File: src/rtl/core/btc_pkg.sv
// shared types and constants of the block transposition cipher
package btc_pkg;

  // default for the largest usable block, and the key layout
  localparam int KEY_MAX_DEF = 16;
  localparam int KEY_SLOTS   = 16;
  localparam int KEY_W       = 4;
  localparam int KEY_BITS    = KEY_SLOTS * KEY_W;

  // field widths
  localparam int CHAR_W    = 8;
  localparam int BS_W      = 5;
  localparam int CFG_IDX_W = 2;

  // register indexes on the configuration channel
  localparam logic [CFG_IDX_W-1:0] CFG_MODE  = 2'd0;
  localparam logic [CFG_IDX_W-1:0] CFG_BSIZE = 2'd1;
  localparam logic [CFG_IDX_W-1:0] CFG_KEY   = 2'd2;

  // register reset values
  localparam logic [BS_W-1:0]     BSIZE_RESET = 5'd1;
  localparam logic [KEY_BITS-1:0] KEY_RESET   = 64'hFEDC_BA98_7654_3210;

  // character codes
  localparam logic [CHAR_W-1:0] DASH_CHAR  = 8'h2D;
  localparam logic [CHAR_W-1:0] SPACE_CHAR = 8'h20;

  // sequencer states
  typedef enum logic [1:0] {
    ST_FILL,
    ST_PAD,
    ST_EMIT
  } btc_state_t;

  // controller to datapath commands
  typedef struct packed {
    logic take;          // store the accepted character, advance fill point
    logic pad_step;      // place a pad character at the sweep position
    logic idx_from_fill; // start the pad sweep at the new fill point
    logic idx_zero;      // restart the sweep at position zero
    logic emit_step;     // load the output register from the sweep position
    logic clear;         // refill the store with pad, fill point to zero
    logic cfg_wr;        // configuration beat taken
  } btc_cmd_t;

  // datapath to controller status
  typedef struct packed {
    logic blk_full;  // the character being taken completes the block
    logic idx_final; // sweep position is the last one of the block
    logic out_free;  // output register can take a beat this cycle
  } btc_sts_t;

endpackage

File: src/rtl/core/btc_ctrl.sv
// sequencer of the block transposition cipher: fill, pad and emit phases
module btc_ctrl (
  input  logic              clk,
  input  logic              rst,
  input  logic              s_tvalid,
  input  logic              s_tlast,
  input  logic              cfg_valid,
  input  btc_pkg::btc_sts_t sts,
  output logic              s_tready,
  output logic              cfg_ready,
  output btc_pkg::btc_cmd_t cmd
);
  import btc_pkg::*;

  btc_state_t state;
  btc_state_t state_next;

  // state register
  always_ff @(posedge clk) begin
    if (rst) begin
      state <= ST_FILL;
    end else begin
      state <= state_next;
    end
  end

  // next state
  always_comb begin
    state_next = state;
    unique case (state)
      ST_FILL: begin
        if (s_tvalid) begin
          if (sts.blk_full) begin
            state_next = ST_EMIT;
          end else if (s_tlast) begin
            state_next = ST_PAD;
          end
        end
      end
      ST_PAD: begin
        if (sts.idx_final) begin
          state_next = ST_EMIT;
        end
      end
      ST_EMIT: begin
        if (sts.out_free && sts.idx_final) begin
          state_next = ST_FILL;
        end
      end
      default: state_next = ST_FILL;
    endcase
  end

  // outputs and commands
  always_comb begin
    cmd       = '0;
    s_tready  = 1'b0;
    cfg_ready = 1'b0;
    unique case (state)
      ST_FILL: begin
        s_tready   = 1'b1;
        cfg_ready  = 1'b1;
        cmd.cfg_wr = cfg_valid;
        cmd.take   = s_tvalid;
        if (s_tvalid) begin
          if (sts.blk_full) begin
            cmd.idx_zero = 1'b1;
          end else if (s_tlast) begin
            cmd.idx_from_fill = 1'b1;
          end
        end
      end
      ST_PAD: begin
        cmd.pad_step = 1'b1;
        cmd.idx_zero = sts.idx_final;
      end
      ST_EMIT: begin
        if (sts.out_free) begin
          cmd.emit_step = 1'b1;
          cmd.clear     = sts.idx_final;
        end
      end
      default: cmd = '0;
    endcase
  end

endmodule

File: src/rtl/core/btc_datapath.sv
// block store, configuration registers, counters and output register
module btc_datapath #(
  parameter int KEY_MAX = btc_pkg::KEY_MAX_DEF
) (
  input  logic                             clk,
  input  logic                             rst,
  input  btc_pkg::btc_cmd_t                cmd,
  output btc_pkg::btc_sts_t                sts,
  input  logic [btc_pkg::CFG_IDX_W-1:0]    cfg_index,
  input  logic [btc_pkg::KEY_BITS-1:0]     cfg_data,
  input  logic [btc_pkg::CHAR_W-1:0]       in_char,
  input  logic                             in_last,
  input  logic                             m_tready,
  output logic                             m_tvalid,
  output logic [btc_pkg::CHAR_W-1:0]       m_tdata,
  output logic                             m_tlast,
  output logic                             m_tuser
);
  import btc_pkg::*;

  localparam int DEPTH = (KEY_MAX < KEY_SLOTS) ? KEY_MAX : KEY_SLOTS;
  localparam int IDX_W = $clog2(DEPTH);
  localparam int CNT_W = $clog2(DEPTH + 1);

  // key entry of a block position
  function automatic logic [KEY_W-1:0] key_at(input logic [KEY_BITS-1:0] key,
                                              input logic [KEY_W-1:0] pos);
    return key[pos * KEY_W +: KEY_W];
  endfunction

  // letters, digits and space pass, anything else becomes a dash
  function automatic logic [CHAR_W-1:0] enc_filter(input logic [CHAR_W-1:0] c);
    logic ok;
    ok = (c >= 8'h41 && c <= 8'h5A) || (c >= 8'h61 && c <= 8'h7A) ||
         (c >= 8'h30 && c <= 8'h39) || (c == SPACE_CHAR);
    return ok ? c : DASH_CHAR;
  endfunction

  logic                mode;
  logic [BS_W-1:0]     block_size;
  logic [KEY_BITS-1:0] key_order;
  logic [CHAR_W-1:0]   store [DEPTH];
  logic [CNT_W-1:0]    fill;
  logic [CNT_W-1:0]    idx;
  logic                last_flag;

  logic [CNT_W-1:0]  n;
  logic [CHAR_W-1:0] pad;
  logic [CNT_W-1:0]  fill_inc;
  logic [CNT_W-1:0]  idx_inc;
  logic [CNT_W-1:0]  place_pos;
  logic [CHAR_W-1:0] place_char;
  logic [KEY_W-1:0]  place_key;
  logic              wr_en;
  logic [IDX_W-1:0]  wr_addr;
  logic [CHAR_W-1:0] wr_data;
  logic              cfg_hit;
  logic              do_clear;
  logic [CHAR_W-1:0] clr_pad;
  logic [KEY_W-1:0]  rd_key;
  logic [IDX_W-1:0]  rd_addr;
  logic [CHAR_W-1:0] rd_char;

  // effective block size, clamped to one .. store depth
  always_comb begin
    if (block_size == '0) begin
      n = CNT_W'(1);
    end else if (block_size > BS_W'(DEPTH)) begin
      n = CNT_W'(DEPTH);
    end else begin
      n = CNT_W'(block_size);
    end
  end

  assign pad      = mode ? SPACE_CHAR : DASH_CHAR;
  assign fill_inc = CNT_W'(fill + 1'b1);
  assign idx_inc  = CNT_W'(idx + 1'b1);

  // placement: scatter by key when encrypting, straight when decrypting
  assign place_pos  = cmd.take ? fill : idx;
  assign place_char = cmd.take ? in_char : pad;
  assign place_key  = key_at(key_order, KEY_W'(place_pos[IDX_W-1:0]));

  always_comb begin
    if (mode) begin
      wr_en   = cmd.take || cmd.pad_step;
      wr_addr = place_pos[IDX_W-1:0];
      wr_data = place_char;
    end else begin
      wr_en   = (cmd.take || cmd.pad_step) && (BS_W'(place_key) < BS_W'(n));
      wr_addr = place_key[IDX_W-1:0];
      wr_data = enc_filter(place_char);
    end
  end

  // any write to a known register discards the partial block
  assign cfg_hit  = cmd.cfg_wr && (cfg_index == CFG_MODE || cfg_index == CFG_BSIZE ||
                                   cfg_index == CFG_KEY);
  assign do_clear = cmd.clear || cfg_hit;
  assign clr_pad  = (cmd.cfg_wr && cfg_index == CFG_MODE) ?
                    (cfg_data[0] ? SPACE_CHAR : DASH_CHAR) : pad;

  // read side: gather by key when decrypting, dash shows as space
  assign rd_key  = key_at(key_order, KEY_W'(idx[IDX_W-1:0]));
  assign rd_addr = mode ? rd_key[IDX_W-1:0] : idx[IDX_W-1:0];

  always_comb begin
    if (mode && !(BS_W'(rd_key) < BS_W'(n))) begin
      rd_char = SPACE_CHAR;
    end else begin
      rd_char = store[rd_addr];
    end
    if (mode && rd_char == DASH_CHAR) begin
      rd_char = SPACE_CHAR;
    end
  end

  // status towards the sequencer
  assign sts.blk_full  = fill_inc >= n;
  assign sts.idx_final = idx_inc >= n;
  assign sts.out_free  = !m_tvalid || m_tready;

  // configuration registers
  always_ff @(posedge clk) begin
    if (rst) begin
      mode       <= 1'b0;
      block_size <= BSIZE_RESET;
      key_order  <= KEY_RESET;
    end else if (cmd.cfg_wr) begin
      case (cfg_index)
        CFG_MODE:  mode       <= cfg_data[0];
        CFG_BSIZE: block_size <= cfg_data[BS_W-1:0];
        CFG_KEY:   key_order  <= cfg_data;
        default:   ;
      endcase
    end
  end

  // block store
  always_ff @(posedge clk) begin
    if (rst) begin
      for (int i = 0; i < DEPTH; i++) begin
        store[i] <= DASH_CHAR;
      end
    end else if (do_clear) begin
      for (int i = 0; i < DEPTH; i++) begin
        store[i] <= clr_pad;
      end
    end else if (wr_en) begin
      store[wr_addr] <= wr_data;
    end
  end

  // fill point, sweep position and message end flag
  always_ff @(posedge clk) begin
    if (rst || do_clear) begin
      fill <= '0;
    end else if (cmd.take) begin
      fill <= fill_inc;
    end
  end

  always_ff @(posedge clk) begin
    if (rst) begin
      idx <= '0;
    end else if (cmd.idx_zero) begin
      idx <= '0;
    end else if (cmd.idx_from_fill) begin
      idx <= fill_inc;
    end else if (cmd.pad_step || cmd.emit_step) begin
      idx <= idx_inc;
    end
  end

  always_ff @(posedge clk) begin
    if (cmd.take) begin
      last_flag <= in_last;
    end
  end

  // output register
  always_ff @(posedge clk) begin
    if (rst) begin
      m_tvalid <= 1'b0;
    end else if (cmd.emit_step) begin
      m_tvalid <= 1'b1;
    end else if (m_tready) begin
      m_tvalid <= 1'b0;
    end
  end

  always_ff @(posedge clk) begin
    if (cmd.emit_step) begin
      m_tdata <= rd_char;
      m_tlast <= sts.idx_final;
      m_tuser <= last_flag && sts.idx_final;
    end
  end

endmodule

File: src/rtl/core/block_transposition_cipher.sv
// top level of the block transposition cipher
//
// Characters enter on the s_ stream, one per beat, s_tlast closing a message.
// They collect into a block of block_size positions (clamped to one .. the
// store depth, at most 16); in encrypt mode each is scattered to its key
// position and filtered, in decrypt mode it is stored in place and gathered
// by key on the way out. A full block, or a short one closed by s_tlast and
// padded, leaves on the m_ stream as one beat per block position; m_tlast
// marks each block's last beat and m_tuser the last beat of the message.
// Each block is taken in, padded from the fill point when a message ends
// early, and read out through the output register; the single block store
// is first filled and then read out one position per cycle while the
// receiver does not stall, so no input is taken until the readout is done.
// Configuration is taken on the cfg_ channel only while filling; every write
// to a register discards a partial block. Reset loads mode encrypt, block
// size 1 and the identity key, and fills the store with dashes.
// When the receiver stalls the output register holds its beat and the
// readout waits; a new message can be taken while the final beat waits.
module block_transposition_cipher #(
  parameter int KEY_MAX = btc_pkg::KEY_MAX_DEF
) (
  input  logic                          clk,
  input  logic                          rst,
  // input stream
  input  logic                          s_tvalid,
  output logic                          s_tready,
  input  logic [btc_pkg::CHAR_W-1:0]    s_tdata,   // [7:0] in_char
  input  logic                          s_tlast,   // msg_end
  // output stream
  output logic                          m_tvalid,
  input  logic                          m_tready,
  output logic [btc_pkg::CHAR_W-1:0]    m_tdata,   // [7:0] out_char
  output logic                          m_tlast,   // block_last
  output logic                          m_tuser,   // [0] msg_last
  // configuration write channel
  input  logic                          cfg_valid,
  output logic                          cfg_ready,
  input  logic [btc_pkg::CFG_IDX_W-1:0] cfg_index,
  input  logic [btc_pkg::KEY_BITS-1:0]  cfg_data
);
  import btc_pkg::*;

  btc_cmd_t cmd;
  btc_sts_t sts;

  // sequencer
  btc_ctrl u_ctrl (
    .clk       (clk),
    .rst       (rst),
    .s_tvalid  (s_tvalid),
    .s_tlast   (s_tlast),
    .cfg_valid (cfg_valid),
    .sts       (sts),
    .s_tready  (s_tready),
    .cfg_ready (cfg_ready),
    .cmd       (cmd)
  );

  // store and output path
  btc_datapath #(
    .KEY_MAX (KEY_MAX)
  ) u_datapath (
    .clk       (clk),
    .rst       (rst),
    .cmd       (cmd),
    .sts       (sts),
    .cfg_index (cfg_index),
    .cfg_data  (cfg_data),
    .in_char   (s_tdata),
    .in_last   (s_tlast),
    .m_tready  (m_tready),
    .m_tvalid  (m_tvalid),
    .m_tdata   (m_tdata),
    .m_tlast   (m_tlast),
    .m_tuser   (m_tuser)
  );

  // input is never taken while the block is being read out
  a_no_take_during_emit: assert property (@(posedge clk) disable iff (rst)
    !(s_tready && cmd.emit_step))
    else $error("input taken during block readout");

  // after the final beat of a block the sequencer is back to taking input
  a_back_to_fill: assert property (@(posedge clk) disable iff (rst)
    (cmd.emit_step && sts.idx_final) |=> s_tready)
    else $error("sequencer did not return to fill after block");

  // a message end always closes the block, so input stops next cycle
  a_msg_end_closes: assert property (@(posedge clk) disable iff (rst)
    (s_tvalid && s_tready && s_tlast) |=> !s_tready)
    else $error("message end did not close the block");

  // a beat with the message flag is always the last of its block
  a_msg_last_is_block_last: assert property (@(posedge clk) disable iff (rst)
    cmd.emit_step |=> (!m_tuser || m_tlast))
    else $error("message end flag outside block end");

endmodule
File: config.mk
export PLATFORM = sky130hd
export DESIGN_NAME = block_transposition_cipher
export DESIGN_NICKNAME = d
export VERILOG_FILES = /design/src/rtl/core/btc_pkg.sv /design/src/rtl/core/btc_ctrl.sv /design/src/rtl/core/btc_datapath.sv /design/src/rtl/core/block_transposition_cipher.sv
export SDC_FILE = /design/constraint.sdc
export NUM_CORES = 1
export LEC_CHECK = 0
export BUFFER_PORTS_ARGS = -buffer_cell sky130_fd_sc_hd__buf_4
export CAP_MARGIN = 10
export CELL_PAD_IN_SITES_DETAIL_PLACEMENT = 1
export CELL_PAD_IN_SITES_GLOBAL_PLACEMENT = 1
export CORE_AREA = 2 2 169 171
export CTS_CLUSTER_DIAMETER = 60
export DETAILED_ROUTE_END_ITERATION = 10
export DIE_AREA = 0 0 171 173
export PLACE_DENSITY_LB_ADDON = 0.1
export SLEW_MARGIN = 15
export SYNTH_ARGS = -nofsm -noshare
export SYNTH_HDL_FRONTEND = slang
export SYNTH_SLANG_ARGS = --single-unit
File: constraint.sdc
create_clock -name clk -period 6.54 [get_ports clk]
set_clock_uncertainty 0.1 [all_clocks]
set_input_delay 1.308 -clock clk [delete_from_list [all_inputs] [get_ports clk]]
set_output_delay 1.308 -clock clk [all_outputs]
set_load 0.005 [all_outputs]
# Word-level counts from Yosys, hierarchy flattened
# Memories as Yosys holds them, arrays and structs flattened.
# Index checks and enable logic that the tools add are counted.
[totals]
regBits = 94
ram_bits = 128
inputBits = 80
output_inout_bits = 13
word_cells = 149
n_memories = 1
[classes]
addsub = 2
order_cmp = 11
n_eq_ne = 10
n_shift = 2
mux = 63
n_bitwise = 16
n_reduce_logical = 33
[memory_table]
columns = ["name", "depth", "width", "read_ports", "rd_ports_with_merged_regs", "write_ports", "line", "source"]
rows = [
  ["u_datapath.store", 16, 8, 1, 0, 16, "btc_datapath.sv:42", "logic [CHAR_W-1:0] store [DEPTH];"],
]
[ops]
columns = ["operator", "n"]
rows = [
  ["8-bit two-way mux", 22],
  ["64-bit by 7-bit variable part select with 4-bit output", 2],
  ["4-bit two-way mux", 6],
  ["1-bit two-way mux", 21],
  ["5-bit two-way mux", 4],
  ["8-bit by 6-bit == test with 1-bit output, second input constant", 2],
  ["8-bit by 7-bit >= comparator with 1-bit output, second input constant", 2],
  ["8-bit by 7-bit <= comparator with 1-bit output, second input constant", 2],
  ["2-bit two-way mux", 8],
  ["1-bit bitwise OR", 16],
  ["5-bit by 1-bit adder with 5-bit output, second input constant", 2],
  ["5-bit >= comparator", 2],
  ["1-bit logical AND", 10],
  ["1-bit logical OR", 10],
  ["4-bit by 5-bit less-than comparator with 1-bit output", 2],
  ["8-bit by 6-bit >= comparator with 1-bit output, second input constant", 1],
  ["8-bit by 6-bit <= comparator with 1-bit output, second input constant", 1],
  ["8-bit OR reduction", 1],
  ["2-bit one-hot mux with 3 select lines", 1],
  ["2-bit AND reduction", 3],
  ["5-bit > comparator, second input constant", 1],
  ["5-bit zero test", 1],
  ["2-bit by 1-bit == test with 1-bit output, second input constant", 2],
  ["2-bit == test, second input constant", 2],
  ["9 further kinds", 13],
]

# Longest topological paths before layout
[depth]
depth_word = 13
ltp_mapped = 17

# Cells and area by module
# A second synthesis with hierarchy kept.
[hier_totals]
hier_cells = 1190
area_unflattened_um2 = 11792.6
[modules_own_cells]
columns = ["module", "instances", "cells_per_inst", "area_each_um2", "seq_area_each_um2"]
rows = [
  ["btc_datapath", 1, 1170, 11621.1, 5795.6],
  ["btc_ctrl", 1, 20, 171.4, 40.0],
]

# Worst setup path before layout
# No wires, ideal clock.
[synth_timing]
path_kind = "input to register"
from = "in s_tvalid"
to = "mem u_datapath.store[10][0], enable pin"
arrival_time_ps = 4862
required_ps = 6106
setup_slack_ps = 1243
cell_stages = 15
path_buffers = 3
path_cell_list = "nor4bb_1 -> buf_2 -> a21o_1 -> buf_2 -> mux4_2 -> nand2_1 -> nand3_1 -> a21boi_0 -> ha_1 -> a21o_1 -> a211oi_2 -> o211ai_2 -> buf_4 -> nor4b_4 -> nand2b_1"
[synth_rtl]
columns = ["element", "line", "source"]
rows = [
  ["start: declaration", "block_transposition_cipher.sv:25", "input logic s_tvalid,"],
  ["end: declaration", "btc_datapath.sv:42", ""],
]

==> flow_summary.rst <==
.. list-table::
   :header-rows: 1

   * - Metric
     - Value
   * - Combinational power share
     - 23.8%
   * - Count of final hold-check violations
     - 0
   * - Dominant delay contributor by cell family on the critical path
     - simple AND/OR/NAND/NOR gates
   * - Chip width
     - 171 µm
   * - Relative contribution of sequential cells to total power
     - between 40% and 50%
   * - FFs w/ async S/R, synth
     - 0%
   * - Number of violations reported at the end of detailed-routing iteration 0
     - 1,249
   * - Switch share
     - between 30% and 40%
   * - DR vias/cell
     - 6.47
   * - Initial antenna violation count
     - 0
   * - Category of the worst setup path launch point
     - input port
   * - Max Root-Sink Buffers
     - 3
   * - First-pass GRT wire length
     - 72,300 µm
   * - Number of synthesized flops with an enable pin
     - 139
   * - Area of all sequential standard cells
     - 5840 µm²
   * - Average cell area after synthesis
     - 9.37 µm²
   * - Highest cell delay on the worst timing path
     - 0.82 ns
   * - Area share of the largest cell type after synthesis
     - 31.8%
   * - Final min period
     - 5.63 ns
   * - Cts-stage hold buffer count
     - 0
   * - Most common flop cell mapped by yosys
     - sky130_fd_sc_hd__edfxtp_1
   * - Worst path required time
     - 6.65 ns
   * - Detailed-placement wirelength estimate
     - 32,400 µm
   * - Max_cap viols
     - 0
   * - Post-synthesis cell type count
     - 81
   * - Total number of vias
     - between 10,000 and 15,000
   * - Worst setup EP type
     - flip-flop
   * - Seq cells post-synth
     - 222
   * - Worst Reg2Reg Path Length in Cells
     - 15
   * - Yosys warns
     - 0
   * - Transition time of the tightest slew-check pin
     - between 1 and 1.5 ns
   * - H-tree depth
     - 1
   * - Clock power share
     - 35.8%
   * - Pre-antenna DRT Iters
     - 5
   * - Post-route antenna net violation count
     - 0
   * - Cell Rows
     - between 60 and 70
   * - Count of final max-slew check failures
     - 0
   * - Int Power
     - 0.00302 W
   * - Depth of the critical timing path with buffers and inverters included
     - 13
   * - Pin count of the biggest net entering global routing
     - 81
   * - Cell with the largest stage delay on the worst path
     - sky130_fd_sc_hd__or4b_1
   * - Largest area contributor in the synthesized netlist
     - sky130_fd_sc_hd__edfxtp_1
   * - Root buffer selected by CTS
     - sky130_fd_sc_hd__clkbuf_16
   * - Cell-by-cell trace of the critical path
     - buf_4 > nor4bb_2 > a21o_1 > mux4_2 > nand2_1 > nand3_1 > a21boi_0 > ha_1 > a21o_1 > a211oi_2 > o211ai_2 > or4b_1 > nand2_1
   * - TritonCTS clock tree
     - built
   * - GRT Total Usage
     - roughly a third
   * - I/O pin cnt
     - 93
   * - Number of cells produced by synthesis
     - 1,400
   * - Fmax
     - 178 MHz
   * - Worst EP arrival
     - 5.74 ns
   * - Slew headroom
     - between 20% and 30%
   * - Overall die height
     - 173 µm
   * - Average wire per cell in the routed design
     - 25.3 µm
   * - I/O Buffers
     - slightly above 90
   * - Number of nets at the end of the flow
     - around 1,500
   * - Starting utilization of the core area
     - 47.5%
   * - Final worst-path cycle share
     - between 80% and 90%
   * - Die Footprint
     - 29,600 µm²
   * - Final setup fails
     - 0
   * - TritonCTS Sinks
     - 222
   * - Result of the run
     - finished clean
   * - Total Negative Setup Slacks
     - 0 ns
   * - Part of the Yosys area used for sequential elements
     - 44.5%
   * - Most common cell in the netlist
     - sky130_fd_sc_hd__nand2_1
   * - Worst Setup Path Type
     - input port to flip-flop
   * - Layout overhead on the synthesized area
     - 15.2%
   * - Fraction of final layout cells with drive strength greater than 1
     - 16.5%
   * - Hold_ws
     - between 0.3 and 0.4 ns
   * - Power spent charging and discharging nets
     - ~0.0014 W
   * - Final routed wirelength across all metal layers
     - ~47,000 µm
   * - Total buffers and inverters traversed by the critical path
     - 1
   * - Footprint of the multi-input gates
     - 6790 µm²
   * - Post-cts resize count
     - 0
   * - Number of buffers created by CTS
     - 27
   * - Final standard cell count with taps included and fillers excluded
     - 1,841
   * - Final routed DRC violation total
     - 0
   * - Crit-path max FO
     - 11
   * - Remaining global-route overflow
     - 0
   * - Via count of the first global-routing pass
     - 11,900
   * - Total power density per cell area
     - 293 nW/µm²
   * - VDD IR max
     - 0.000208 V
   * - Final estimated routing congestion in global placement
     - 0.902
   * - Post-CTS setup-driven buffer insertion count
     - 0
   * - Static leakage
     - approximately 5.4 nW
   * - Core region area
     - 27,600 µm²
   * - Post-synth design cell area
     - 13,100 µm²
   * - Number of instances on the worst hold path
     - 2
   * - Net count after synthesis
     - 1,495
   * - Worst Hold Class
     - flip-flop to flip-flop
   * - RSZ-0062 raised after global routing
     - no
   * - Top cells by instance count after synthesis
     - sky130_fd_sc_hd__nand2_1, sky130_fd_sc_hd__edfxtp_1, sky130_fd_sc_hd__a21oi_1
   * - Clock transition at the registers of the reported paths
     - 0.06 ns
   * - Placed Cells incl. Taps
     - roughly 1,800
   * - FILL cells
     - 3,138
   * - Top post-synthesis cells by area
     - sky130_fd_sc_hd__edfxtp_1, sky130_fd_sc_hd__dfxtp_1, sky130_fd_sc_hd__nand2_1, sky130_fd_sc_hd__mux2i_1, sky130_fd_sc_hd__a21oi_1
   * - Source-to-sink clock delay at the later pin of the worst-skew pair
     - 0.55 ns
## cell usage in the layout, fill, tap and decap left out, types with 7 or more instances in the layout
master / count
sky130_fd_sc_hd__o311ai_0: 7
sky130_fd_sc_hd__nand3b_1: 31
sky130_fd_sc_hd__mux4_2: 20
sky130_fd_sc_hd__edfxtp_1: 139
sky130_fd_sc_hd__nor2_1: 99
sky130_fd_sc_hd__mux2i_1: 66
sky130_fd_sc_hd__o22ai_1: 26
sky130_fd_sc_hd__or3_1: 16
sky130_fd_sc_hd__a31oi_1: 15
sky130_fd_sc_hd__mux2_2: 22
sky130_fd_sc_hd__a221oi_1: 9
sky130_fd_sc_hd__a311oi_1: 9
sky130_fd_sc_hd__buf_4: 130
sky130_fd_sc_hd__o211ai_1: 8
sky130_fd_sc_hd__nand2b_1: 31
sky130_fd_sc_hd__ha_1: 15
sky130_fd_sc_hd__nor2b_1: 26
sky130_fd_sc_hd__and2_1: 8
sky130_fd_sc_hd__nand2_1: 237
sky130_fd_sc_hd__o21ai_0: 32
sky130_fd_sc_hd__inv_1: 24
sky130_fd_sc_hd__a21o_1: 11
sky130_fd_sc_hd__a2111oi_0: 9
sky130_fd_sc_hd__dfxtp_1: 80
sky130_fd_sc_hd__a211o_1: 11
sky130_fd_sc_hd__and3_1: 18
sky130_fd_sc_hd__clkbuf_16: 27
sky130_fd_sc_hd__nand3_1: 33
sky130_fd_sc_hd__nor3_1: 17
sky130_fd_sc_hd__a21oi_1: 109
sky130_fd_sc_hd__a311o_1: 7
sky130_fd_sc_hd__xnor2_1: 7
sky130_fd_sc_hd__a211oi_1: 35
## sequential cells by signal, indices dropped and copies added (netlist names), 2 cells and up
signal                 count
u_datapath.store         128
u_datapath.block_size      5
u_datapath.fill            5
u_ctrl.state               2
u_datapath.m_tdata         8
u_datapath.idx             5
u_datapath.key_order      64
## worst register-to-register path, stage by stage, from the launching register on
cell and delay [ns]:
sky130_fd_sc_hd__dfxtp_1 0.45, sky130_fd_sc_hd__nor3_1 0.08, sky130_fd_sc_hd__o21ai_0 0.50, sky130_fd_sc_hd__inv_1 0.24
sky130_fd_sc_hd__ha_1 0.34, sky130_fd_sc_hd__nand2b_1 0.14, sky130_fd_sc_hd__a21o_1 0.18, sky130_fd_sc_hd__a21o_1 0.17
sky130_fd_sc_hd__maj3_1 0.37, sky130_fd_sc_hd__nor2_1 0.10, sky130_fd_sc_hd__o21bai_1 0.21, sky130_fd_sc_hd__nor2_1 0.16
sky130_fd_sc_hd__buf_4 0.34, sky130_fd_sc_hd__o211ai_2 0.43, sky130_fd_sc_hd__or4b_1 0.83, sky130_fd_sc_hd__nand2_1 0.39
## worst paths after layout
check | start | end | slack (ns)
max | s_tvalid | u_datapath.store[13][3] | 0.91
min | u_datapath.key_order[16] | u_datapath.key_order[16] | 0.37
min reg2reg | u_datapath.key_order[16] | u_datapath.key_order[16] | 0.37
max reg2reg | u_datapath.block_size[3] | u_datapath.store[13][3] | 1.17
## cell type report
cell class,instances,share of cell area [%]
diodes,1,0.0165
clock buffers,33,4.88
clock inverters,16,1.35
inverters,26,0.645
multi-input cells,1035,44.9
flip-flops and latches,222,38.6
well taps,378,3.13
repair buffers,130,6.45
## power by group through the flow
stage / sequential, W / clock [W] / combinational, W
floorplan: 0.00175 / 0 / 0.000693
detailed placement: 0.00181 / 0 / 0.00103
CTS: 0.00179 / 0.00160 / 0.00103
global route: 0.00180 / 0.00166 / 0.00113
global placement: 0.00181 / 0 / 0.000996
finish: 0.00179 / 0.00158 / 0.00105
## per-layer routing
metal / track usage (%) / vias to the layer above / wire length (µm)
li1: - / 5279 / -
met1: 47.1 / 5989 / 20600
met2: 48.8 / 545 / 21000
met3: 4.23 / 92 / 3720
met4: 9.07 / 0 / 1300
met5: 0 / - / 0
## metrics by stage
| stage | worst slack, ns | cell area (µm²) | power [W] | utilization [%] |
|---|---|---|---|---|
| floorplan | 1.24 | 13100 | 0.00244 | - |
| global placement | 0.550 | 14200 | 0.00280 | 51.3 |
| detailed placement | 0.404 | 14200 | 0.00284 | 51.3 |
| CTS | 0.958 | 15100 | 0.00442 | 54.7 |
| global route | 0.664 | 15100 | 0.00460 | 54.7 |
| finish | 0.911 | 15100 | 0.00443 | 54.7 |
## cell families (layout without fill, tap and decap cells)
| kind of cell | after synthesis | after routing | synth area share [%] |
|---|---|---|---|
| AND/OR/NAND/NOR | 561 | 561 | 21.2 |
| buffers and inverters | 143 | 205 | 4.43 |
| flip-flops | 222 | 222 | 44.5 |
| multiplexers | 108 | 108 | 10.4 |
| XOR/XNOR | 12 | 12 | 0.801 |
| AO/OA/AOI/OAI | 337 | 337 | 17.1 |
| other | 0 | 1 | 0 |
| adder cells (fa/ha/maj) | 17 | 17 | 1.58 |
No activity file was read; power rests on OpenSTA's default activity.
